--- src/hdl/tsap_pkg.sv ---
// Shared types, constants and codes of the triangle split block.
package tsap_pkg;

    localparam int VERT_W   = 21;
    localparam int IDX_W    = 22;
    localparam int HGT_W    = 32;
    localparam int CNT_W    = 21;
    localparam int STEP_W   = 3;
    localparam int APB_AW   = 3;
    localparam int APB_DW   = 32;

    localparam int QUEUE_DEPTH_DEF = 2;

    localparam logic [HGT_W-1:0] ZERO = '0;

    // Register codes, taken from paddr[2]
    localparam logic REG_NODE_COUNT = 1'b0;
    localparam logic REG_ELEM_COUNT = 1'b1;

    localparam logic KIND_TRI  = 1'b0;
    localparam logic KIND_NODE = 1'b1;

    // Last step index of each record sequence
    localparam logic [STEP_W-1:0] LAST_STEP_PLAIN = 3'd0;
    localparam logic [STEP_W-1:0] LAST_STEP_ONE   = 3'd2;
    localparam logic [STEP_W-1:0] LAST_STEP_TWO   = 3'd4;

    typedef enum logic [2:0] {
        SPLIT_NONE,
        SPLIT_12_23,
        SPLIT_12_Z3,
        SPLIT_12_31,
        SPLIT_23_Z1,
        SPLIT_23_31,
        SPLIT_31_Z2
    } split_case_t;

    typedef struct packed {
        split_case_t              split;
        logic [VERT_W-1:0]        v1;
        logic [VERT_W-1:0]        v2;
        logic [VERT_W-1:0]        v3;
        logic signed [HGT_W-1:0]  h1;
        logic signed [HGT_W-1:0]  h2;
        logic signed [HGT_W-1:0]  h3;
        logic [CNT_W-1:0]         slot;
        logic [IDX_W-1:0]         na;
        logic [IDX_W-1:0]         nb;
        logic [IDX_W-1:0]         ea;
        logic [IDX_W-1:0]         eb;
    } job_t;

    typedef struct packed {
        logic                     kind;
        logic [IDX_W-1:0]         position;
        logic [IDX_W-1:0]         corner_a;
        logic [IDX_W-1:0]         corner_b;
        logic [IDX_W-1:0]         corner_c;
        logic signed [HGT_W-1:0]  weight_first;
        logic signed [HGT_W-1:0]  weight_second;
        logic                     last;
    } rec_t;

    typedef struct packed {
        logic full;
        logic empty;
    } q_status_t;

endpackage

--- src/hdl/triangle_split_at_plane.sv ---
// The queue entry and then the output register lie between an accepted item and its first record.
// Throughput: one record per cycle out of a single output register while rec_stall is low, so
// a triangle gives 1 record (no crossing), 3 records (one cut) or 5 records (two cuts); a job
// queue of QUEUE_DEPTH triangles lets the input run ahead of the output.
// Reset: clears both count registers, the element and added counters, the queue and the
// output valid; no clearing pass, so an item can be taken straight after reset.
module triangle_split_at_plane #(
    parameter int QUEUE_DEPTH = tsap_pkg::QUEUE_DEPTH_DEF
) (
    input  logic                              clk,
    input  logic                              rst_n,
    input  logic                              psel,
    input  logic                              penable,
    input  logic                              pwrite,
    input  logic [tsap_pkg::APB_AW-1:0]       paddr,
    input  logic [tsap_pkg::APB_DW-1:0]       pwdata,
    output logic [tsap_pkg::APB_DW-1:0]       prdata,
    output logic                              pready,
    input  logic                              tri_valid,
    output logic                              tri_stall,
    input  logic [tsap_pkg::VERT_W-1:0]       vert_one,
    input  logic [tsap_pkg::VERT_W-1:0]       vert_two,
    input  logic [tsap_pkg::VERT_W-1:0]       vert_three,
    input  logic signed [tsap_pkg::HGT_W-1:0] height_one,
    input  logic signed [tsap_pkg::HGT_W-1:0] height_two,
    input  logic signed [tsap_pkg::HGT_W-1:0] height_three,
    output logic                              rec_valid,
    input  logic                              rec_stall,
    output logic                              kind,
    output logic [tsap_pkg::IDX_W-1:0]        position,
    output logic [tsap_pkg::IDX_W-1:0]        corner_a,
    output logic [tsap_pkg::IDX_W-1:0]        corner_b,
    output logic [tsap_pkg::IDX_W-1:0]        corner_c,
    output logic signed [tsap_pkg::HGT_W-1:0] weight_first,
    output logic signed [tsap_pkg::HGT_W-1:0] weight_second,
    output logic                              last
);

    logic [tsap_pkg::VERT_W-1:0] orig_node_count_reg, orig_node_count_next;
    logic [tsap_pkg::VERT_W-1:0] orig_elem_count_reg, orig_elem_count_next;
    logic                        cfg_write;
    logic                        reg_sel;

    logic                 push;
    logic                 pop;
    tsap_pkg::job_t       push_job;
    tsap_pkg::job_t       head_job;
    tsap_pkg::q_status_t  q_status;
    tsap_pkg::rec_t       rec;

    assign pready    = 1'b1;
    assign reg_sel   = paddr[2];
    assign cfg_write = psel && penable && pwrite && pready;

    always_comb
    begin
        orig_node_count_next = orig_node_count_reg;
        orig_elem_count_next = orig_elem_count_reg;
        if (cfg_write)
        begin
            unique case (reg_sel)
                tsap_pkg::REG_NODE_COUNT:
                    orig_node_count_next = pwdata[tsap_pkg::VERT_W-1:0];
                default:
                    orig_elem_count_next = pwdata[tsap_pkg::VERT_W-1:0];
            endcase
        end
    end

    always_comb
    begin
        unique case (reg_sel)
            tsap_pkg::REG_NODE_COUNT:
                prdata = tsap_pkg::APB_DW'(orig_node_count_reg);
            default:
                prdata = tsap_pkg::APB_DW'(orig_elem_count_reg);
        endcase
    end

    always_ff @(posedge clk or negedge rst_n)
    begin
        if (!rst_n)
        begin
            orig_node_count_reg <= '0;
            orig_elem_count_reg <= '0;
        end
        else
        begin
            orig_node_count_reg <= orig_node_count_next;
            orig_elem_count_reg <= orig_elem_count_next;
        end
    end

    tsap_front u_front (
        .clk             (clk),
        .rst_n           (rst_n),
        .orig_node_count (orig_node_count_reg),
        .orig_elem_count (orig_elem_count_reg),
        .tri_valid       (tri_valid),
        .tri_stall       (tri_stall),
        .vert_one        (vert_one),
        .vert_two        (vert_two),
        .vert_three      (vert_three),
        .height_one      (height_one),
        .height_two      (height_two),
        .height_three    (height_three),
        .q_status        (q_status),
        .push            (push),
        .job             (push_job)
    );

    tsap_queue #(
        .DEPTH (QUEUE_DEPTH)
    ) u_queue (
        .clk      (clk),
        .rst_n    (rst_n),
        .push     (push),
        .push_job (push_job),
        .pop      (pop),
        .head_job (head_job),
        .q_status (q_status)
    );

    tsap_back u_back (
        .clk       (clk),
        .rst_n     (rst_n),
        .head_job  (head_job),
        .q_status  (q_status),
        .pop       (pop),
        .rec_valid (rec_valid),
        .rec_stall (rec_stall),
        .rec       (rec)
    );

    assign kind          = rec.kind;
    assign position      = rec.position;
    assign corner_a      = rec.corner_a;
    assign corner_b      = rec.corner_b;
    assign corner_c      = rec.corner_c;
    assign weight_first  = rec.weight_first;
    assign weight_second = rec.weight_second;
    assign last          = rec.last;

endmodule

--- src/hdl/tsap_front.sv ---
// Front part: classifies each triangle and assigns new node and slot numbers.
module tsap_front (
    input  logic                          clk,
    input  logic                          rst_n,
    input  logic [tsap_pkg::VERT_W-1:0]   orig_node_count,
    input  logic [tsap_pkg::VERT_W-1:0]   orig_elem_count,
    input  logic                          tri_valid,
    output logic                          tri_stall,
    input  logic [tsap_pkg::VERT_W-1:0]   vert_one,
    input  logic [tsap_pkg::VERT_W-1:0]   vert_two,
    input  logic [tsap_pkg::VERT_W-1:0]   vert_three,
    input  logic signed [tsap_pkg::HGT_W-1:0] height_one,
    input  logic signed [tsap_pkg::HGT_W-1:0] height_two,
    input  logic signed [tsap_pkg::HGT_W-1:0] height_three,
    input  tsap_pkg::q_status_t           q_status,
    output logic                          push,
    output tsap_pkg::job_t                job
);

    logic [tsap_pkg::CNT_W-1:0] elem_counter_reg, elem_counter_next;
    logic [tsap_pkg::IDX_W-1:0] added_nodes_reg, added_nodes_next;
    logic [tsap_pkg::IDX_W-1:0] added_elems_reg, added_elems_next;

    logic nz1, nz2, nz3;
    logic c12, c23, c31;
    logic [tsap_pkg::IDX_W-1:0] node_base;
    logic [tsap_pkg::IDX_W-1:0] elem_base;
    logic [tsap_pkg::IDX_W-1:0] added;
    tsap_pkg::split_case_t split;

    assign tri_stall = q_status.full;
    assign push      = tri_valid && !q_status.full;

    assign nz1 = (height_one   != tsap_pkg::ZERO);
    assign nz2 = (height_two   != tsap_pkg::ZERO);
    assign nz3 = (height_three != tsap_pkg::ZERO);

    // Strictly opposite signs on both ends
    assign c12 = nz1 && nz2 && (height_one[tsap_pkg::HGT_W-1] != height_two[tsap_pkg::HGT_W-1]);
    assign c23 = nz2 && nz3 &&
                 (height_two[tsap_pkg::HGT_W-1] != height_three[tsap_pkg::HGT_W-1]);
    assign c31 = nz3 && nz1 &&
                 (height_three[tsap_pkg::HGT_W-1] != height_one[tsap_pkg::HGT_W-1]);

    always_comb
    begin
        priority if (c12 && c23)  split = tsap_pkg::SPLIT_12_23;
        else if (c12 && !nz3)     split = tsap_pkg::SPLIT_12_Z3;
        else if (c12 && c31)      split = tsap_pkg::SPLIT_12_31;
        else if (c23 && !nz1)     split = tsap_pkg::SPLIT_23_Z1;
        else if (c23 && c31)      split = tsap_pkg::SPLIT_23_31;
        else if (c31 && !nz2)     split = tsap_pkg::SPLIT_31_Z2;
        else                      split = tsap_pkg::SPLIT_NONE;
    end

    always_comb
    begin
        unique case (split)
            tsap_pkg::SPLIT_12_23,
            tsap_pkg::SPLIT_12_31,
            tsap_pkg::SPLIT_23_31: added = tsap_pkg::IDX_W'(2);
            tsap_pkg::SPLIT_12_Z3,
            tsap_pkg::SPLIT_23_Z1,
            tsap_pkg::SPLIT_31_Z2: added = tsap_pkg::IDX_W'(1);
            default:               added = '0;
        endcase
    end

    assign node_base = {1'b0, orig_node_count} + added_nodes_reg;
    assign elem_base = {1'b0, orig_elem_count} + added_elems_reg;

    always_comb
    begin
        job.split = split;
        job.v1    = vert_one;
        job.v2    = vert_two;
        job.v3    = vert_three;
        job.h1    = height_one;
        job.h2    = height_two;
        job.h3    = height_three;
        job.slot  = elem_counter_reg;
        job.na    = node_base + tsap_pkg::IDX_W'(1);
        job.nb    = node_base + tsap_pkg::IDX_W'(2);
        job.ea    = elem_base;
        job.eb    = elem_base + tsap_pkg::IDX_W'(1);
    end

    always_comb
    begin
        elem_counter_next = elem_counter_reg;
        added_nodes_next  = added_nodes_reg;
        added_elems_next  = added_elems_reg;
        if (push)
        begin
            elem_counter_next = elem_counter_reg + tsap_pkg::CNT_W'(1);
            added_nodes_next  = added_nodes_reg + added;
            added_elems_next  = added_elems_reg + added;
        end
    end

    always_ff @(posedge clk or negedge rst_n)
    begin
        if (!rst_n)
        begin
            elem_counter_reg <= '0;
            added_nodes_reg  <= '0;
            added_elems_reg  <= '0;
        end
        else
        begin
            elem_counter_reg <= elem_counter_next;
            added_nodes_reg  <= added_nodes_next;
            added_elems_reg  <= added_elems_next;
        end
    end

endmodule

--- src/hdl/tsap_queue.sv ---
// Short job queue between the front and back parts.
module tsap_queue #(
    parameter int DEPTH = tsap_pkg::QUEUE_DEPTH_DEF
) (
    input  logic                 clk,
    input  logic                 rst_n,
    input  logic                 push,
    input  tsap_pkg::job_t       push_job,
    input  logic                 pop,
    output tsap_pkg::job_t       head_job,
    output tsap_pkg::q_status_t  q_status
);

    localparam int PTR_W = (DEPTH > 1) ? $clog2(DEPTH) : 1;
    localparam int CNT_W = $clog2(DEPTH + 1);
    localparam logic [PTR_W-1:0] PTR_LAST = PTR_W'(DEPTH - 1);
    localparam logic [CNT_W-1:0] CNT_FULL = CNT_W'(DEPTH);

    tsap_pkg::job_t mem [DEPTH];

    logic [PTR_W-1:0] wr_ptr_reg, wr_ptr_next;
    logic [PTR_W-1:0] rd_ptr_reg, rd_ptr_next;
    logic [CNT_W-1:0] count_reg, count_next;

    assign q_status.full  = (count_reg == CNT_FULL);
    assign q_status.empty = (count_reg == '0);
    assign head_job       = mem[rd_ptr_reg];

    always_comb
    begin
        wr_ptr_next = wr_ptr_reg;
        rd_ptr_next = rd_ptr_reg;
        count_next  = count_reg;
        if (push)
            wr_ptr_next = (wr_ptr_reg == PTR_LAST) ? '0 : wr_ptr_reg + PTR_W'(1);
        if (pop)
            rd_ptr_next = (rd_ptr_reg == PTR_LAST) ? '0 : rd_ptr_reg + PTR_W'(1);
        if (push && !pop)
            count_next = count_reg + CNT_W'(1);
        else if (pop && !push)
            count_next = count_reg - CNT_W'(1);
    end

    always_ff @(posedge clk)
    begin
        if (push)
            mem[wr_ptr_reg] <= push_job;
    end

    always_ff @(posedge clk or negedge rst_n)
    begin
        if (!rst_n)
        begin
            wr_ptr_reg <= '0;
            rd_ptr_reg <= '0;
            count_reg  <= '0;
        end
        else
        begin
            wr_ptr_reg <= wr_ptr_next;
            rd_ptr_reg <= rd_ptr_next;
            count_reg  <= count_next;
        end
    end

endmodule

--- src/hdl/tsap_back.sv ---
// Back part: steps through the records of each job into the output register.
module tsap_back (
    input  logic                 clk,
    input  logic                 rst_n,
    input  tsap_pkg::job_t       head_job,
    input  tsap_pkg::q_status_t  q_status,
    output logic                 pop,
    output logic                 rec_valid,
    input  logic                 rec_stall,
    output tsap_pkg::rec_t       rec
);

    logic [tsap_pkg::STEP_W-1:0] step_reg, step_next;
    logic                        rec_valid_reg, rec_valid_next;
    tsap_pkg::rec_t              rec_reg;
    tsap_pkg::rec_t              cur_rec;
    logic [tsap_pkg::STEP_W-1:0] last_step;
    logic                        load;
    logic                        emit;

    logic [tsap_pkg::IDX_W-1:0] v1, v2, v3, slot;

    function automatic tsap_pkg::rec_t mk_tri(
        input logic [tsap_pkg::IDX_W-1:0] pos,
        input logic [tsap_pkg::IDX_W-1:0] a,
        input logic [tsap_pkg::IDX_W-1:0] b,
        input logic [tsap_pkg::IDX_W-1:0] c
    );
        tsap_pkg::rec_t r;
        r.kind          = tsap_pkg::KIND_TRI;
        r.position      = pos;
        r.corner_a      = a;
        r.corner_b      = b;
        r.corner_c      = c;
        r.weight_first  = tsap_pkg::ZERO;
        r.weight_second = tsap_pkg::ZERO;
        r.last          = 1'b0;
        return r;
    endfunction

    function automatic tsap_pkg::rec_t mk_node(
        input logic [tsap_pkg::IDX_W-1:0]     num,
        input logic [tsap_pkg::IDX_W-1:0]     a,
        input logic [tsap_pkg::IDX_W-1:0]     b,
        input logic signed [tsap_pkg::HGT_W-1:0] w1,
        input logic signed [tsap_pkg::HGT_W-1:0] w2
    );
        tsap_pkg::rec_t r;
        r.kind          = tsap_pkg::KIND_NODE;
        r.position      = num;
        r.corner_a      = a;
        r.corner_b      = b;
        r.corner_c      = '0;
        r.weight_first  = w1;
        r.weight_second = w2;
        r.last          = 1'b0;
        return r;
    endfunction

    assign v1   = {1'b0, head_job.v1};
    assign v2   = {1'b0, head_job.v2};
    assign v3   = {1'b0, head_job.v3};
    assign slot = {1'b0, head_job.slot};

    always_comb
    begin
        unique case (head_job.split)
            tsap_pkg::SPLIT_12_23,
            tsap_pkg::SPLIT_12_31,
            tsap_pkg::SPLIT_23_31: last_step = tsap_pkg::LAST_STEP_TWO;
            tsap_pkg::SPLIT_12_Z3,
            tsap_pkg::SPLIT_23_Z1,
            tsap_pkg::SPLIT_31_Z2: last_step = tsap_pkg::LAST_STEP_ONE;
            default:               last_step = tsap_pkg::LAST_STEP_PLAIN;
        endcase
    end

    // Pick the record for the current step of the head job
    always_comb
    begin
        cur_rec = mk_tri(slot, v1, v2, v3);
        unique case (head_job.split)
            tsap_pkg::SPLIT_12_23:
                unique case (step_reg)
                    3'd0:    cur_rec = mk_tri(slot, head_job.na, v2, head_job.nb);
                    3'd1:    cur_rec = mk_tri(head_job.ea, v1, head_job.na, head_job.nb);
                    3'd2:    cur_rec = mk_tri(head_job.eb, v1, head_job.nb, v3);
                    3'd3:    cur_rec = mk_node(head_job.na, v1, v2, head_job.h2, head_job.h1);
                    default: cur_rec = mk_node(head_job.nb, v2, v3, head_job.h3, head_job.h2);
                endcase
            tsap_pkg::SPLIT_12_Z3:
                unique case (step_reg)
                    3'd0:    cur_rec = mk_tri(slot, head_job.na, v2, v3);
                    3'd1:    cur_rec = mk_tri(head_job.ea, v1, head_job.na, v3);
                    default: cur_rec = mk_node(head_job.na, v1, v2, head_job.h2, head_job.h1);
                endcase
            tsap_pkg::SPLIT_12_31:
                unique case (step_reg)
                    3'd0:    cur_rec = mk_tri(slot, v1, head_job.na, head_job.nb);
                    3'd1:    cur_rec = mk_tri(head_job.ea, head_job.na, v2, v3);
                    3'd2:    cur_rec = mk_tri(head_job.eb, head_job.na, v3, head_job.nb);
                    3'd3:    cur_rec = mk_node(head_job.na, v1, v2, head_job.h2, head_job.h1);
                    default: cur_rec = mk_node(head_job.nb, v3, v1, head_job.h1, head_job.h3);
                endcase
            tsap_pkg::SPLIT_23_Z1:
                unique case (step_reg)
                    3'd0:    cur_rec = mk_tri(slot, v1, head_job.na, v3);
                    3'd1:    cur_rec = mk_tri(head_job.ea, head_job.na, v1, v2);
                    default: cur_rec = mk_node(head_job.na, v2, v3, head_job.h3, head_job.h2);
                endcase
            tsap_pkg::SPLIT_23_31:
                unique case (step_reg)
                    3'd0:    cur_rec = mk_tri(slot, head_job.na, v3, head_job.nb);
                    3'd1:    cur_rec = mk_tri(head_job.ea, v1, v2, head_job.na);
                    3'd2:    cur_rec = mk_tri(head_job.eb, v1, head_job.na, head_job.nb);
                    3'd3:    cur_rec = mk_node(head_job.na, v2, v3, head_job.h3, head_job.h2);
                    default: cur_rec = mk_node(head_job.nb, v3, v1, head_job.h1, head_job.h3);
                endcase
            tsap_pkg::SPLIT_31_Z2:
                unique case (step_reg)
                    3'd0:    cur_rec = mk_tri(slot, head_job.na, v2, v3);
                    3'd1:    cur_rec = mk_tri(head_job.ea, v1, v2, head_job.na);
                    default: cur_rec = mk_node(head_job.na, v3, v1, head_job.h1, head_job.h3);
                endcase
            default:
                cur_rec = mk_tri(slot, v1, v2, v3);
        endcase
        cur_rec.last = (step_reg == last_step);
    end

    // Output register takes a new record whenever it is empty or being taken and the queue holds a job
    assign load = !rec_valid_reg || !rec_stall;
    assign emit = load && !q_status.empty;
    assign pop  = emit && (step_reg == last_step);

    always_comb
    begin
        step_next      = step_reg;
        rec_valid_next = rec_valid_reg;
        if (load)
            rec_valid_next = !q_status.empty;
        if (pop)
            step_next = '0;
        else if (emit)
            step_next = step_reg + tsap_pkg::STEP_W'(1);
    end

    always_ff @(posedge clk or negedge rst_n)
    begin
        if (!rst_n)
        begin
            step_reg      <= '0;
            rec_valid_reg <= 1'b0;
        end
        else
        begin
            step_reg      <= step_next;
            rec_valid_reg <= rec_valid_next;
        end
    end

    always_ff @(posedge clk)
    begin
        if (emit)
            rec_reg <= cur_rec;
    end

    assign rec_valid = rec_valid_reg;
    assign rec       = rec_reg;

endmodule

--- config.mk ---
export PLATFORM = sky130hd
export DESIGN_NAME = triangle_split_at_plane
export DESIGN_NICKNAME = d
export VERILOG_FILES = /design/src/hdl/tsap_pkg.sv /design/src/hdl/triangle_split_at_plane.sv /design/src/hdl/tsap_front.sv /design/src/hdl/tsap_queue.sv /design/src/hdl/tsap_back.sv
export SDC_FILE = /design/constraint.sdc
export NUM_CORES = 2
export LEC_CHECK = 0
export BUFFER_PORTS_ARGS = -buffer_cell sky130_fd_sc_hd__buf_4
export CAP_MARGIN = 10
export CORE_UTILIZATION = 25
export DETAILED_ROUTE_END_ITERATION = 6
export PLACE_DENSITY = 0.42
export SLEW_MARGIN = 20
export SYNTH_ARGS = -nofsm -noshare
export SYNTH_HDL_FRONTEND = slang
export SYNTH_SLANG_ARGS = --single-unit
--- constraint.sdc ---
create_clock -name clk -period 13 [get_ports clk]
set_input_delay 1.3 -clock clk [delete_from_list [all_inputs] [get_ports clk]]
set_output_delay 1.3 -clock clk [all_outputs]
set_load 0.02 [all_outputs]
# Word-level counts from Yosys, hierarchy flattened
# Memories as Yosys holds them, arrays and structs flattened.
# Index checks and enable logic that the tools add are counted.
[op_classes] mux=24 n_addsub=13 n_reduce_logical=42 n_eq_ne=20 bitwise=1
[op_table] op="one-hot mux 154 bit (4 select lines)" count=3
[op_table] op="one-hot mux 154 bit (2 select lines)" count=3
[op_table] op="one-hot mux 154 bit (6 select lines)" count=1
[op_table] op="nonzero test 32 bit" count=3
[op_table] op="adder 21 x 22 -> 22 bit" count=2
[op_table] op="adder 22 x 1 -> 22 bit, second input constant" count=2
[op_table] op="adder 22 x 2 -> 22 bit" count=2
[op_table] op="2-to-1 mux 3 bit" count=8
[op_table] op="adder 22 x 2 -> 22 bit, second input constant" count=1
[op_table] op="adder 21 x 1 -> 21 bit, second input constant" count=1
[op_table] op="2-to-1 mux 21 bit" count=1
[op_table] op="logical AND 1 bit" count=19
[op_table] op="equality test 3 x 2 -> 1 bit, second input constant" count=6
[op_table] op="equality test 3 bit, second input constant" count=6
[op_table] op="OR reduction 3 bit" count=4
[op_table] op="equality test 3 x 1 -> 1 bit, second input constant" count=3
[op_table] op="zero test 1 bit" count=9
[op_table] op="one-hot mux 3 bit (2 select lines)" count=1
[op_table] op="2-to-1 mux 1 bit" count=4
[op_table] op="2-to-1 mux 2 bit" count=2
[op_table] op="one-hot mux 2 bit (2 select lines)" count=1
[op_table] op="AND reduction 2 bit" count=2
[op_table] op="nonzero test 2 bit" count=2
[op_table] op="adder 3 x 1 -> 3 bit, second input constant" count=1
[op_table] op="10 further kinds" count=13
[totals] mem_bits_rw=542 memories=1 register_bits=269 word_cells=119 out_inout_bits=189
[mem_list] memory="u_queue.mem" words=2 width=271 read_ports=1 rd_clocked_by_memory_dff=0 write_ports=1 line="tsap_queue.sv:19" source="tsap_pkg::job_t mem [DEPTH];"

# Longest topological paths before layout
[depth] depth_word=14 ltp_mapped=15

# Modules after synthesis
# From an unflattened synthesis, not the netlist that was laid out.
[unflattened] cells_unflattened=3982 area_unflattened_um2=46101.7
[modules_own_cells] mod="tsap_queue" instances=1 area_per_inst_um2=20048.0 cells_per_inst=859
[modules_own_cells] mod="tsap_back" instances=1 area_per_inst_um2=16454.5 cells_per_inst=2078
[modules_own_cells] mod="tsap_front" instances=1 area_per_inst_um2=7582.3 cells_per_inst=918
[modules_own_cells] mod="triangle_split_at_plane" instances=1 area_per_inst_um2=2016.9 cells_per_inst=127

# Worst setup path after synthesis
# No wires, ideal clock.
[synth_path] kind="in2reg" startpoint="input tri_valid" endpoint="memory u_queue.mem[0][0] in the netlist's numbering (enable)" setup_time_ps=941 slack_ps=-2013 path_stages=4 arrival_time_ps=14072 cell_sequence="and2_0 > clkbuf_1 > clkbuf_1 > nor2b_1"
[synth_between] elab_chain_cells=3
[synth_lines] item="start, declared" line="triangle_split_at_plane.sv:19" source="input logic tri_valid,"
[synth_lines] item="logical AND 1 bit" line="tsap_front.sv:32" source="assign push = tri_valid && !q_status.full;"
[synth_lines] item="via push" line="triangle_split_at_plane.sv:44" source="logic push;"
[synth_lines] item="2-to-1 mux 1 bit" line="tsap_queue.sv:46" source="if (push)"
[synth_lines] item="2-to-1 mux 1 bit (implied by the code)" line="tsap_queue.sv:47" source="mem[wr_ptr_reg] <= push_job;"
[synth_lines] item="end, declared" line="tsap_queue.sv:19"
# The timed path passes the listed nets, and every way through them passes these cells.

==> metrics.yaml <==
run_status:
  outcome: "finished, violations left"
  failed_checks: "design-rule violations"
cts:
  clock_path_buffers: 3
  cts_max_level: 3
  cts_root_buf: "clkbuf_16"
  worst_setup_hold_path_clk_slew_ns: 0.06
  cts_inserted_buffers: 98
  cts_resized: 0
  cts_tree: "done"
  tritoncts_num_sinks: 811
  hold_buffers: 0
  insertion_delay_ns: 0.74
  cts_setup_buffers: 0
synth:
  synth_xor_xnor_area_share_pct: 3.29
  synth_area_leader_cell: "edfxtp_1"
  main_area_contributors_after_synthesis: "edfxtp_1 (49%), dfrtp_1 (6.8%), mux2_2 (5.0%)"
  yosys_register_bits: 811
  synthesis.area_mm2: 0.0425
  syn_area_per_cell_um2: 11.5
  synth-main-ff-cell: "edfxtp_1"
  yosys.cell_types.count: 85
  synth_top_family_by_area: "compound AO/OA/AOI/OAI gates"
  synth-simple-area-share_pct: 8.20
  yosys-mux-area-fraction_pct: 9.28
  yosys.area.top_type_share_pct: 49.1
  synthArstFlopShare_pct: 14.2
  synth_fa_ha_area_share_pct: 1.84
  synth_enable_flop_cells: 696
  syn_inst: 3708
  synth_warnings: 0
  synth_compound_area_share_pct: 18.7
  synth-seq-area-share_pct: 55.9
placed_design:
  placed_instance_count: 6109
  place.detailed.hpwl_um: 111000
  place.gp.congestion: 0.834
  port_buffers: 364
die:
  num_rows: 151
  core_area_mm2: 0.169
  io_pins: 390
  design.die.area_mm2: 0.172
  floorplan.initialDensity_pct: 25.1
  fp.dieW_um: 415
  die_h_um: 415
power_and_ir_drop:
  total_leakage_power_nw: 18.0
  cellPowerDensity_mw_per_mm2: 293
  vdd.ir_drop.worst_mv: 0.242
  design_power_total_mw: 15.0
finish:
  fillers: 17200
  mostFrequentLayoutCell: "edfxtp_1"
  seq_area_mm2: 0.0238
  drive_gt1_share_pct: 20.4
  fin_cells: 6294
  finish.net_count: 4252
  multiInputGateArea_mm2: 0.0178
  largest_reg_flops: 542
  layout.cells.most_common_list: "edfxtp_1 (696), buf_4 (439), o21ai_0 (370)"
  area_growth_pct: 19.8
detailed_routing:
  wirelength_um: 165000
  drt_iter0_drc: 3125
  drt.antenna.violating_nets: 0
  firstDrtPassIters: 7
  routedWlPerCell_um: 26.3
  drc: 4
  detailroute.via_count: 33200
  via_per_inst: 5.27
global_route:
  grtUsageMet1_pct: 24.6
  maximum_number_of_pins_on_one_net_before_global_route_repair: 146
  grtUsageMet2_pct: 30.0
  first_global_vias: 31700
  gr-usage-all-layers_pct: 18.6
  globalRoute.totalOverflow: 0
  grt.met3_usage_pct: 2.89
  grt_pass1_wl_um: 236000
  top_usage_layer: "met2"
  grt_antenna_before_repair: 18
timing:
  worst_slew_pin_slew_ns: 1.12
  rsz0062_at_grt: "false"
  max_freq_mhz: 176
  finalSetupTns_ns: 0
  final_hold_vio_count: 0
  fin_skew_ns: 0.0666
  maxSlewHeadroom_pct: 23.3
  setup_viol: 0
  final_max_slew_viol_count: 0
  finalCritPeriodShare_pct: 43.7
  finalCriticalPeriod_ns: 5.68
min_path:
  worstHoldPathCells: 0
  hold_path.class: "reg -> reg"
  timing.hold.worst.start: "u_front.elem_counter_reg[17]"
  hold_path_end: "u_queue.mem[1][105]"
setup_path:
  max_stage_delay_ns: 0.83
  setup.worst_path.start_class: "input port"
  r2r_slack_ns: 8.22
  critPathArrivalTime_ns: 6.25
  timing.critical_path.fanout_max: 5
  critPathRequiredTime_ns: 13.57
  crit_slowest_cell: "nor4_1"
  crit_buf_inv: 1
  critical_path.endpoint_type: "flop"
  type_of_the_setup_path_with_the_least_slack: "in -> reg"
  reg2reg_from: "u_back.step_reg[1]"
  path_common_cell: "nor2_1"
  worstReg2RegEnd: "u_back.rec[97]"
  worst_r2r_path_depth: 12
  cell_type_group_with_the_largest_total_delay_on_the_critical_path: "simple AND/OR/NAND/NOR gates"
  path_cells: "buf_4 -> nor4_1 -> nand4_1 -> nor2_1 -> o21ai_0 -> a21oi_1 -> a31oi_1 -> nor2_1 -> nor2_1 -> nor2_1 -> ha_1 -> a21o_1 -> nand3_1 -> nor3_1 -> or3b_2 -> xnor2_1"
run:
  drv_cap: 0
[worst max-delay path by stage]
stage,start,endpoint,slack [ns],depth (start not counted)
CTS,height_one[25],u_front.added_nodes_reg[21],7.24,16
detailed placement,height_one[25],u_front.added_nodes_reg[21],6.54,16
global placement,height_one[25],u_front.added_nodes_reg[21],6.44,16
global route,height_one[25],u_front.added_nodes_reg[21],7.08,16
floorplan,tri_valid,u_queue.mem[0][0],3.24,4
finish,height_one[25],u_front.added_nodes_reg[21],7.32,16
[kinds of logic (layout without fill, tap and decap cells)]
group / after synthesis / in the layout
and+or+nand+nor: 769 / 769
adders and majority gates: 60 / 60
DFF: 811 / 811
xor gates and xnor gates: 159 / 159
muxes: 371 / 371
buffers and inverters: 298 / 649
other: 2 / 19
AOI/OAI and AO/OA: 1238 / 1238
[where the power goes]
part	switching, mW	internal (mW)	leakage, nW
clock	1.17	1.54	1.53
sequential	0.348	4.07	8.01
combinational	5.44	2.39	8.42
[stage by stage]
| stage | worst slack, ns | instance area, um^2 | hold slack, ns | util (%) |
|---|---|---|---|---|
| 3_5_place_dp | 6.54 | 47800 | 0.464 | 28.2 |
| 5_1_grt | 7.08 | 51000 | 0.495 | 30.1 |
| 4_1_cts | 7.24 | 51000 | 0.478 | 30.1 |
| 3_3_place_gp | 6.44 | 47800 | 0.453 | 28.2 |
| 6_report | 7.32 | 51000 | 0.478 | 30.1 |
| 2_1_floorplan | 3.24 | 42600 | 0.442 | - |
[cell usage after synthesis, types with 13 or more instances]
master    number
a31oi_1       23
edfxtp_1     696
o22ai_1      123
nor2_1       228
nand4_1       31
mux2i_1      183
a221oi_1     139
mux2_2       188
and3_1        23
o21ai_0      370
inv_1         28
nor4_1        37
o221ai_1      59
o21a_1        17
nand2_1      289
dfrtp_1      115
ha_1          56
a21o_1        13
clkbuf_1     197
nand3_1       41
a21oi_1      254
o211ai_1      68
xnor2_1      107
buf_1         36
nor3_1        45
a211oi_1      20
xor2_1        51
buf_2         21
o22a_1        25
a22oi_1       63
[routing by layer]
layer  up-vias  routed length (um)
li1      15100                   -
met5         -                  64
met1     16400               70900
met4        10                7330
met2      1361               77700
met3       286                9370
[cell type report]
| type | instances | area share, % |
|---|---|---|
| Sequential cell | 811 | 46.6 |
| Timing Repair Buffer | 441 | 6.54 |
| Antenna cell | 7 | 0.0344 |
| Tap cell | 2218 | 5.44 |
| Multi-Input combinational cell | 2609 | 34.9 |
| Clock inverter | 62 | 1.21 |
| Inverter | 30 | 0.231 |
| Clock buffer | 116 | 5.02 |
No activity file was read; power rests on OpenSTA's default activity.
